<file path="config.mk">
export PLATFORM = sky130hd
export DESIGN_NAME = ieq_cordic
export DESIGN_NICKNAME = d
export VERILOG_FILES = /design/src/rtl/ieq_pkg.sv /design/src/rtl/ieq_cordic.sv
export SDC_FILE = /design/constraint.sdc
export NUM_CORES = 2
export LEC_CHECK = 0
export ABC_CLOCK_PERIOD_IN_PS = 6900
export BUFFER_PORTS_ARGS = -buffer_cell sky130_fd_sc_hd__clkbuf_2
export CAP_MARGIN = 20
export CORE_UTILIZATION = 60
export DETAILED_ROUTE_END_ITERATION = 8
export HOLD_SLACK_MARGIN = 0.15
export PLACE_DENSITY = 0.77
export SLEW_MARGIN = 10
export SYNTH_ARGS = -nofsm -noshare
export SYNTH_HDL_FRONTEND = slang
export SYNTH_SLANG_ARGS = --single-unit
</file>
<file path="constraint.sdc">
create_clock -name clk -period 6.9 [get_ports clk]
set_clock_uncertainty 0.2 [all_clocks]
set_input_delay 0.69 -clock clk [delete_from_list [all_inputs] [get_ports clk]]
set_output_delay 0.69 -clock clk [all_outputs]
set_load 0.01 [all_outputs]
</file>
<file path="src/rtl/ieq_pkg.sv">
// package: constants, start gain function and arctangent table for the euler to quaternion converter
package ieq_pkg;

    localparam int QUAT_WIDTH_DEF  = 16;
    localparam int TRIG_STAGES_DEF = 16;
    localparam int ANG_W   = 32;
    localparam int CW      = 34;
    localparam logic signed [ANG_W-1:0] ANG_90  = 32'sd377487360;
    localparam logic signed [ANG_W-1:0] ANG_180 = 32'sd754974720;
    localparam longint GAIN_INF_Q30  = 64'd652032874;
    localparam longint GAIN_CORR_Q30 = 64'd434688583;

    function automatic logic signed [ANG_W-1:0] atan_deg(input int i);
        logic signed [ANG_W-1:0] r;
        case (i)
            0:  r = 32'sd188743680;
            1:  r = 32'sd111421900;
            2:  r = 32'sd58872272;
            3:  r = 32'sd29884485;
            4:  r = 32'sd15000234;
            5:  r = 32'sd7507429;
            6:  r = 32'sd3754631;
            7:  r = 32'sd1877430;
            8:  r = 32'sd938729;
            9:  r = 32'sd469366;
            10: r = 32'sd234683;
            11: r = 32'sd117342;
            12: r = 32'sd58671;
            13: r = 32'sd29335;
            14: r = 32'sd14668;
            15: r = 32'sd7334;
            16: r = 32'sd3667;
            17: r = 32'sd1833;
            18: r = 32'sd917;
            19: r = 32'sd458;
            20: r = 32'sd229;
            21: r = 32'sd115;
            22: r = 32'sd57;
            23: r = 32'sd29;
            24: r = 32'sd14;
            25: r = 32'sd7;
            26: r = 32'sd4;
            27: r = 32'sd2;
            28: r = 32'sd1;
            default: r = '0;
        endcase
        return r;
    endfunction

    function automatic logic signed [CW-1:0] start_gain(input int n);
        longint g;
        g = GAIN_INF_Q30;
        if (2 * n < 31) g = g + (GAIN_CORR_Q30 >> (2 * n));
        return CW'(g);
    endfunction

endpackage

</file>
<file path="src/rtl/ieq_cordic.sv">
// module: pipelined degree-domain cordic giving sine and cosine of a half angle
module ieq_cordic
    import ieq_pkg::*;
#(
    parameter int TRIG_STAGES = TRIG_STAGES_DEF
)
(
    input  logic                 clk,
    input  logic                 rst_n,
    input  logic                 in_valid,
    input  logic signed [16:0]   angle,
    output logic                 out_valid,
    output logic signed [CW-1:0] sin_q30,
    output logic signed [CW-1:0] cos_q30
);

    localparam int N = (TRIG_STAGES > 32) ? 32 : TRIG_STAGES;

    logic                 v_reg [0:N];
    logic signed [CW-1:0] x_reg [0:N];
    logic signed [CW-1:0] y_reg [0:N];
    logic signed [ANG_W-1:0] z_reg [0:N];
    logic                 neg_reg [0:N];

    logic signed [ANG_W-1:0] z0;
    logic signed [ANG_W-1:0] z_next;
    logic                    neg_next;

    always_comb
    begin
        z0 = ANG_W'(angle) <<< 15;
        z_next = z0;
        neg_next = 1'b0;
        if (z0 > ANG_90)
        begin
            z_next = z0 - ANG_180;
            neg_next = 1'b1;
        end
        else if (z0 < -ANG_90)
        begin
            z_next = z0 + ANG_180;
            neg_next = 1'b1;
        end
    end

    always_ff @(posedge clk or negedge rst_n)
    begin
        if (!rst_n)
            v_reg[0] <= 1'b0;
        else
            v_reg[0] <= in_valid;
    end

    always_ff @(posedge clk)
    begin
        x_reg[0]   <= start_gain(N);
        y_reg[0]   <= '0;
        z_reg[0]   <= z_next;
        neg_reg[0] <= neg_next;
    end

    for (genvar i = 0; i < N; i++)
    begin : g_stage
        always_ff @(posedge clk or negedge rst_n)
        begin
            if (!rst_n)
                v_reg[i+1] <= 1'b0;
            else
                v_reg[i+1] <= v_reg[i];
        end

        always_ff @(posedge clk)
        begin
            neg_reg[i+1] <= neg_reg[i];
            if (z_reg[i] >= 0)
            begin
                x_reg[i+1] <= x_reg[i] - (y_reg[i] >>> i);
                y_reg[i+1] <= y_reg[i] + (x_reg[i] >>> i);
                z_reg[i+1] <= z_reg[i] - atan_deg(i);
            end
            else
            begin
                x_reg[i+1] <= x_reg[i] + (y_reg[i] >>> i);
                y_reg[i+1] <= y_reg[i] - (x_reg[i] >>> i);
                z_reg[i+1] <= z_reg[i] + atan_deg(i);
            end
        end
    end

    assign out_valid = v_reg[N];
    assign sin_q30   = neg_reg[N] ? -y_reg[N] : y_reg[N];
    assign cos_q30   = neg_reg[N] ? -x_reg[N] : x_reg[N];

endmodule

</file>
After elaboration in Yosys (flattened, before gate mapping)
Memories as Yosys holds them, arrays and structs flattened. Index checks and enable logic that the tools add are counted.

Register bits: 17. Memory bits (writable): 1717. Input bits: 20. Output and inout port bits: 69. Logic and storage cells: 288. Memories: 4.

$add $sub $neg: 99. $lt $le $gt $ge: 18. Mux-type cells: 102. Bitwise gates (word level): 48.

Memories: x_reg (depth 17, bits a word 34, rd ports 17, clocked after Yosys merged registers in 0, write ports 17, line ieq_cordic.sv:20) `logic signed [CW-1:0] x_reg [0:N];`; y_reg (depth 17, bits a word 34, rd ports 17, clocked after Yosys merged registers in 0, write ports 17, line ieq_cordic.sv:21) `logic signed [CW-1:0] y_reg [0:N];`; z_reg (depth 17, bits a word 32, rd ports 16, clocked after Yosys merged registers in 0, write ports 17, line ieq_cordic.sv:22) `logic signed [ANG_W-1:0] z_reg [0:N];`; neg_reg (depth 17, bits a word 1, rd ports 17, clocked after Yosys merged registers in 0, write ports 17, line ieq_cordic.sv:23) `logic neg_reg [0:N];`.

Operators with widths (count): 2-to-1 mux 34 bit (34); 2-to-1 mux 32 bit (18); greater-or-equal comparator 32 x 1 -> 1 bit, second input constant (16); adder 34 x 19 -> 34 bit (2); adder 34 x 20 -> 34 bit (2); adder 34 x 21 -> 34 bit (2); adder 34 x 22 -> 34 bit (2); adder 34 x 23 -> 34 bit (2); adder 34 x 24 -> 34 bit (2); adder 34 x 25 -> 34 bit (2); adder 34 x 26 -> 34 bit (2); adder 34 x 27 -> 34 bit (2); adder 34 x 28 -> 34 bit (2); adder 34 x 29 -> 34 bit (2); adder 34 x 30 -> 34 bit (2); adder 34 x 31 -> 34 bit (2); adder 34 x 32 -> 34 bit (2); adder 34 x 33 -> 34 bit (2); negation 34 bit (2); subtractor 34 x 19 -> 34 bit (2); subtractor 34 x 20 -> 34 bit (2); subtractor 34 x 21 -> 34 bit (2); subtractor 34 x 22 -> 34 bit (2); subtractor 34 x 23 -> 34 bit (2); 50 further kinds (157).

Logic depth before layout (Yosys ltp)
An unclocked memory read counts as a cell.

Word-level depth: 5. Depth in mapped cells: 21. Gate-level depth less buffers: 21.

Worst setup path before layout
OpenSTA, ideal clock, no wires.

Kind: flip-flop to flip-flop. From: memory x_reg[9][9]. To: memory y_reg[10][33]. Library setup time: 0.120 ns. Data arrival time: 4.718 ns. Required time: 6.580 ns. Slack: 1.862 ns. Cell stages (with the launch flop): 22. Path buffers: 0. Period minus slack after synthesis: 5.038 ns. Cells stage by stage: dfxtp_1 inv_1 ha_1 nand2_1 or3_1 or2_2 or3_1 or3_1 or4_1 o21ai_0 xnor2_1 ha_1 nand3_1 nor3_1 o21ai_0 a311o_1 a211oi_1 a31oi_1 o21ai_0 a221o_1 a21oi_1 xnor2_1.

RTL lines (line): from (decl) (ieq_cordic.sv:20); to (decl) (ieq_cordic.sv:21).

==> results.toml <==
[grt]
grt_first_pass_wirelength_um = 462000
overflow = 0
antenna_found_initial = 8
grtUsageTotal_pct = 31.5
grt_max_degree = 69
grt_pass1_vias = 86769

[sta]
fmax_mhz = 171
worst_slew_pin_slew_ps = 1210
slew_headroom_pct = 18.6
period_share_pct = 84.6
setup_viol = 0
final.setup.worst_slack_ps = 1060
finalHoldViolCount = 0
finalCriticalPeriod_ps = 5840
rsz0062_at_grt = "false"
finalMaxSlewViolations = 0
tns_ps = 0

[place]
gp_congestion = 0.981
dp_slack_ps = 1210
hpwl_um = 234000
io_buffers = 88

[setup_path]
crit_chain = "inv_1 -> ha_1 -> nand2_1 -> or3_1 -> or2_2 -> or3_1 -> or4_1 -> o31ai_1 -> xnor2_1 -> ha_1 -> a21oi_1 -> nor2_1 -> a21oi_1 -> o311ai_0 -> o311ai_0 -> a211oi_1 -> a211oi_1 -> xnor2_1"
cp_data_arrival_time_ps = 6340
cp_max_fo = 7
crit_type = "reg -> reg"
crit_cells = 18
cp-start-kind = "flip-flop"
cp_top_family = "compound AO/OA/AOI/OAI gates"
end_kind = "flip-flop"
reg2reg_depth = 18
crit_buf_inv = 1
cpPeakStageDelay_ps = 870
crit_slowest_cell = "o31ai_1"
cp.required_ps = 7400

[cts]
postCtsResizedCells = 0
cts_tree = "yes"
cts_setup_buffers = 0
root_buffer = "clkbuf_16"
clk_pin_slew_ps = 60
clock_sinks = 1449
clkLatencyLatePin_ps = 830
h-tree-depth = 4
clockBufferDepth = 3
cts_buffers = 165

[synthesis]
synth_edf_count = 0
syn_inst = 12417
yosys-top-cells-area = "dfxtp_1 (27%), ha_1 (16%), xnor2_1 (10%)"
avgSynthCellArea_um2 = 8.56
netlist-cell-type-count = 92
synth_area_leader_cell = "dfxtp_1"
synth_warnings = 0
syn_area_um2 = 106000
yosysTopAreaCellShare_pct = 27.0
yosysSeqAreaShare_pct = 27.4
async_flop_share_pct = 1.17
ys.flop_type = "dfxtp_1"
syn_nets = 13843
ys_ff_latch = 1449

[outcome]
status = "finished, final reports clean"

[min_path]
hold_depth = 0
holdCritPathClass = "reg -> reg"

[die]
io_pins = 89
die_y_um = 423
rows = 154
initial_core_util_pct = 60.4
dieWidth_um = 423
core-area_um2 = 176000
die-area_um2 = 179000

[cells_and_area]
area.growth.synth_to_final_pct = 8.61
nNetsFinal = 13992
final_common_cell = "dfxtp_1"
final_cell_mix = "dfxtp_1 (1421), ha_1 (1363), xnor2_1 (1210), a21oi_1 (1070), nor2_1 (869)"
largest_reg_flops = 510
drive_gt1_share_pct = 4.38

[routing]
wire_per_inst_um = 19.4
wl_um = 291000
first_iter_violations = 7146
avgViaCountPerCell = 6.10
dr_total_vias = 91785
postRouteAntennaNets = 0
drc_errors = 0
dr.pass1.iters = 8

[job]
max-cap-violations = 0
worst paths after layout:
check | start | slack, ps | endpoint
setup / recovery | x_reg[13][13]$_DFF_P_ | 1060 | y_reg[14][33]$_DFF_P_
hold / removal | neg_reg[1][3]$_DFF_P_ | 150 | neg_reg[1][4]$_DFF_P_
setup reg to reg | x_reg[13][13]$_DFF_P_ | 1060 | y_reg[14][33]$_DFF_P_
hold reg to reg | neg_reg[1][3]$_DFF_P_ | 150 | neg_reg[1][4]$_DFF_P_
max in group asynchronous | rst_n | 5210 | v_reg[2]$_DFF_PN0_
min in group asynchronous | rst_n | 820 | v_reg[14]$_DFF_PN0_
final cells by class:
| type | count | area [um^2] |
|---|---|---|
| diodes | 4 | 10.0 |
| multi-input cells | 10308 | 74700 |
| clock inverters | 84 | 1040 |
| fillers | 14879 | 60600 |
| flip-flops and latches | 1449 | 29100 |
| clock buffers | 223 | 4750 |
| repair buffers | 165 | 1120 |
| well taps | 2340 | 2930 |
| inverters | 477 | 1790 |
layer usage:
layer  share of wire (%)  routed length (um)  GRT usage, %  vias up
met3                 6.4               18500          4.54      442
met1                  46              135000          43.7    43245
met5               0.012                  35             0        -
met4                 2.7                7740          8.63        6
li1                    -                   -             -    45366
met2                  44              130000          50.9     2726
synthesized netlist by cell type (16+ instances only):
cell type / number
o41ai_1: 111
or4_1: 106
nand3b_1: 16
o211ai_1: 48
and3_1: 91
a221oi_1: 33
a2111oi_0: 28
nand2b_1: 234
nand2_1: 757
a21oi_1: 1070
inv_1: 469
and2_1: 40
o21a_1: 240
a21boi_0: 34
o21ai_1: 16
a41oi_1: 20
nor2b_1: 183
nor3b_1: 19
nand3_1: 221
o22ai_1: 16
o21bai_1: 160
or3_1: 159
a211oi_1: 122
o31ai_1: 215
a21o_1: 558
o2111ai_1: 19
nor2_1: 869
a31oi_1: 90
a31o_2: 23
fa_1: 43
dfrtp_1: 17
or2_2: 66
xor2_1: 644
nor4_1: 57
a311oi_1: 17
xnor2_1: 1210
o21ai_0: 829
ha_1: 1363
mux2i_1: 30
clkbuf_1: 163
dfxtp_1: 1432
nor3_1: 213
nand4_1: 78
o31a_1: 30
a211o_1: 30
cell families (layout without fill, tap and decap cells):
kind of cell	count (synthesis)	count (layout)	share of synthesized area [%]
adder cells (fa/ha/maj)	1406	1406	16.9
buffers and inverters	660	949	2.34
AO/OA/AOI/OAI	3865	3865	23.4
multiplexers	30	30	0.282
XOR/XNOR	1854	1854	15.3
other	0	4	0
AND/OR/NAND/NOR	3153	3153	14.5
flip-flops	1449	1449	27.4
worst register-to-register path, stage by stage (launching register included):
cell	delay (ps)
dfxtp_1	360
inv_1	80
ha_1	160
nand2_1	70
or3_1	320
or2_2	310
or3_1	410
or4_1	550
o31ai_1	880
xnor2_1	140
ha_1	360
a21oi_1	190
nor2_1	70
a21oi_1	100
o311ai_0	260
o311ai_0	700
a211oi_1	170
a211oi_1	300
xnor2_1	110
per-stage QoR:
step	util [%]	cells	hold WS (ps)	cell area (um^2)
6_report	65.6	15050	149	115000
2_1_floorplan	-	12417	110	106000
3_5_place_dp	62.1	14701	113	109000
5_1_grt	65.6	15046	155	115000
4_1_cts	65.5	15043	151	115000
3_3_place_gp	62.1	14700	110	109000
timing repair:
item	CTS	global route
endpoints found under the hold margin	50	0
endpoints found under the setup margin	0	0
hold buffers	35	0
Power is not shown: default switching activity piles up to over one toggle a cycle in this logic, so the estimate is an artifact.
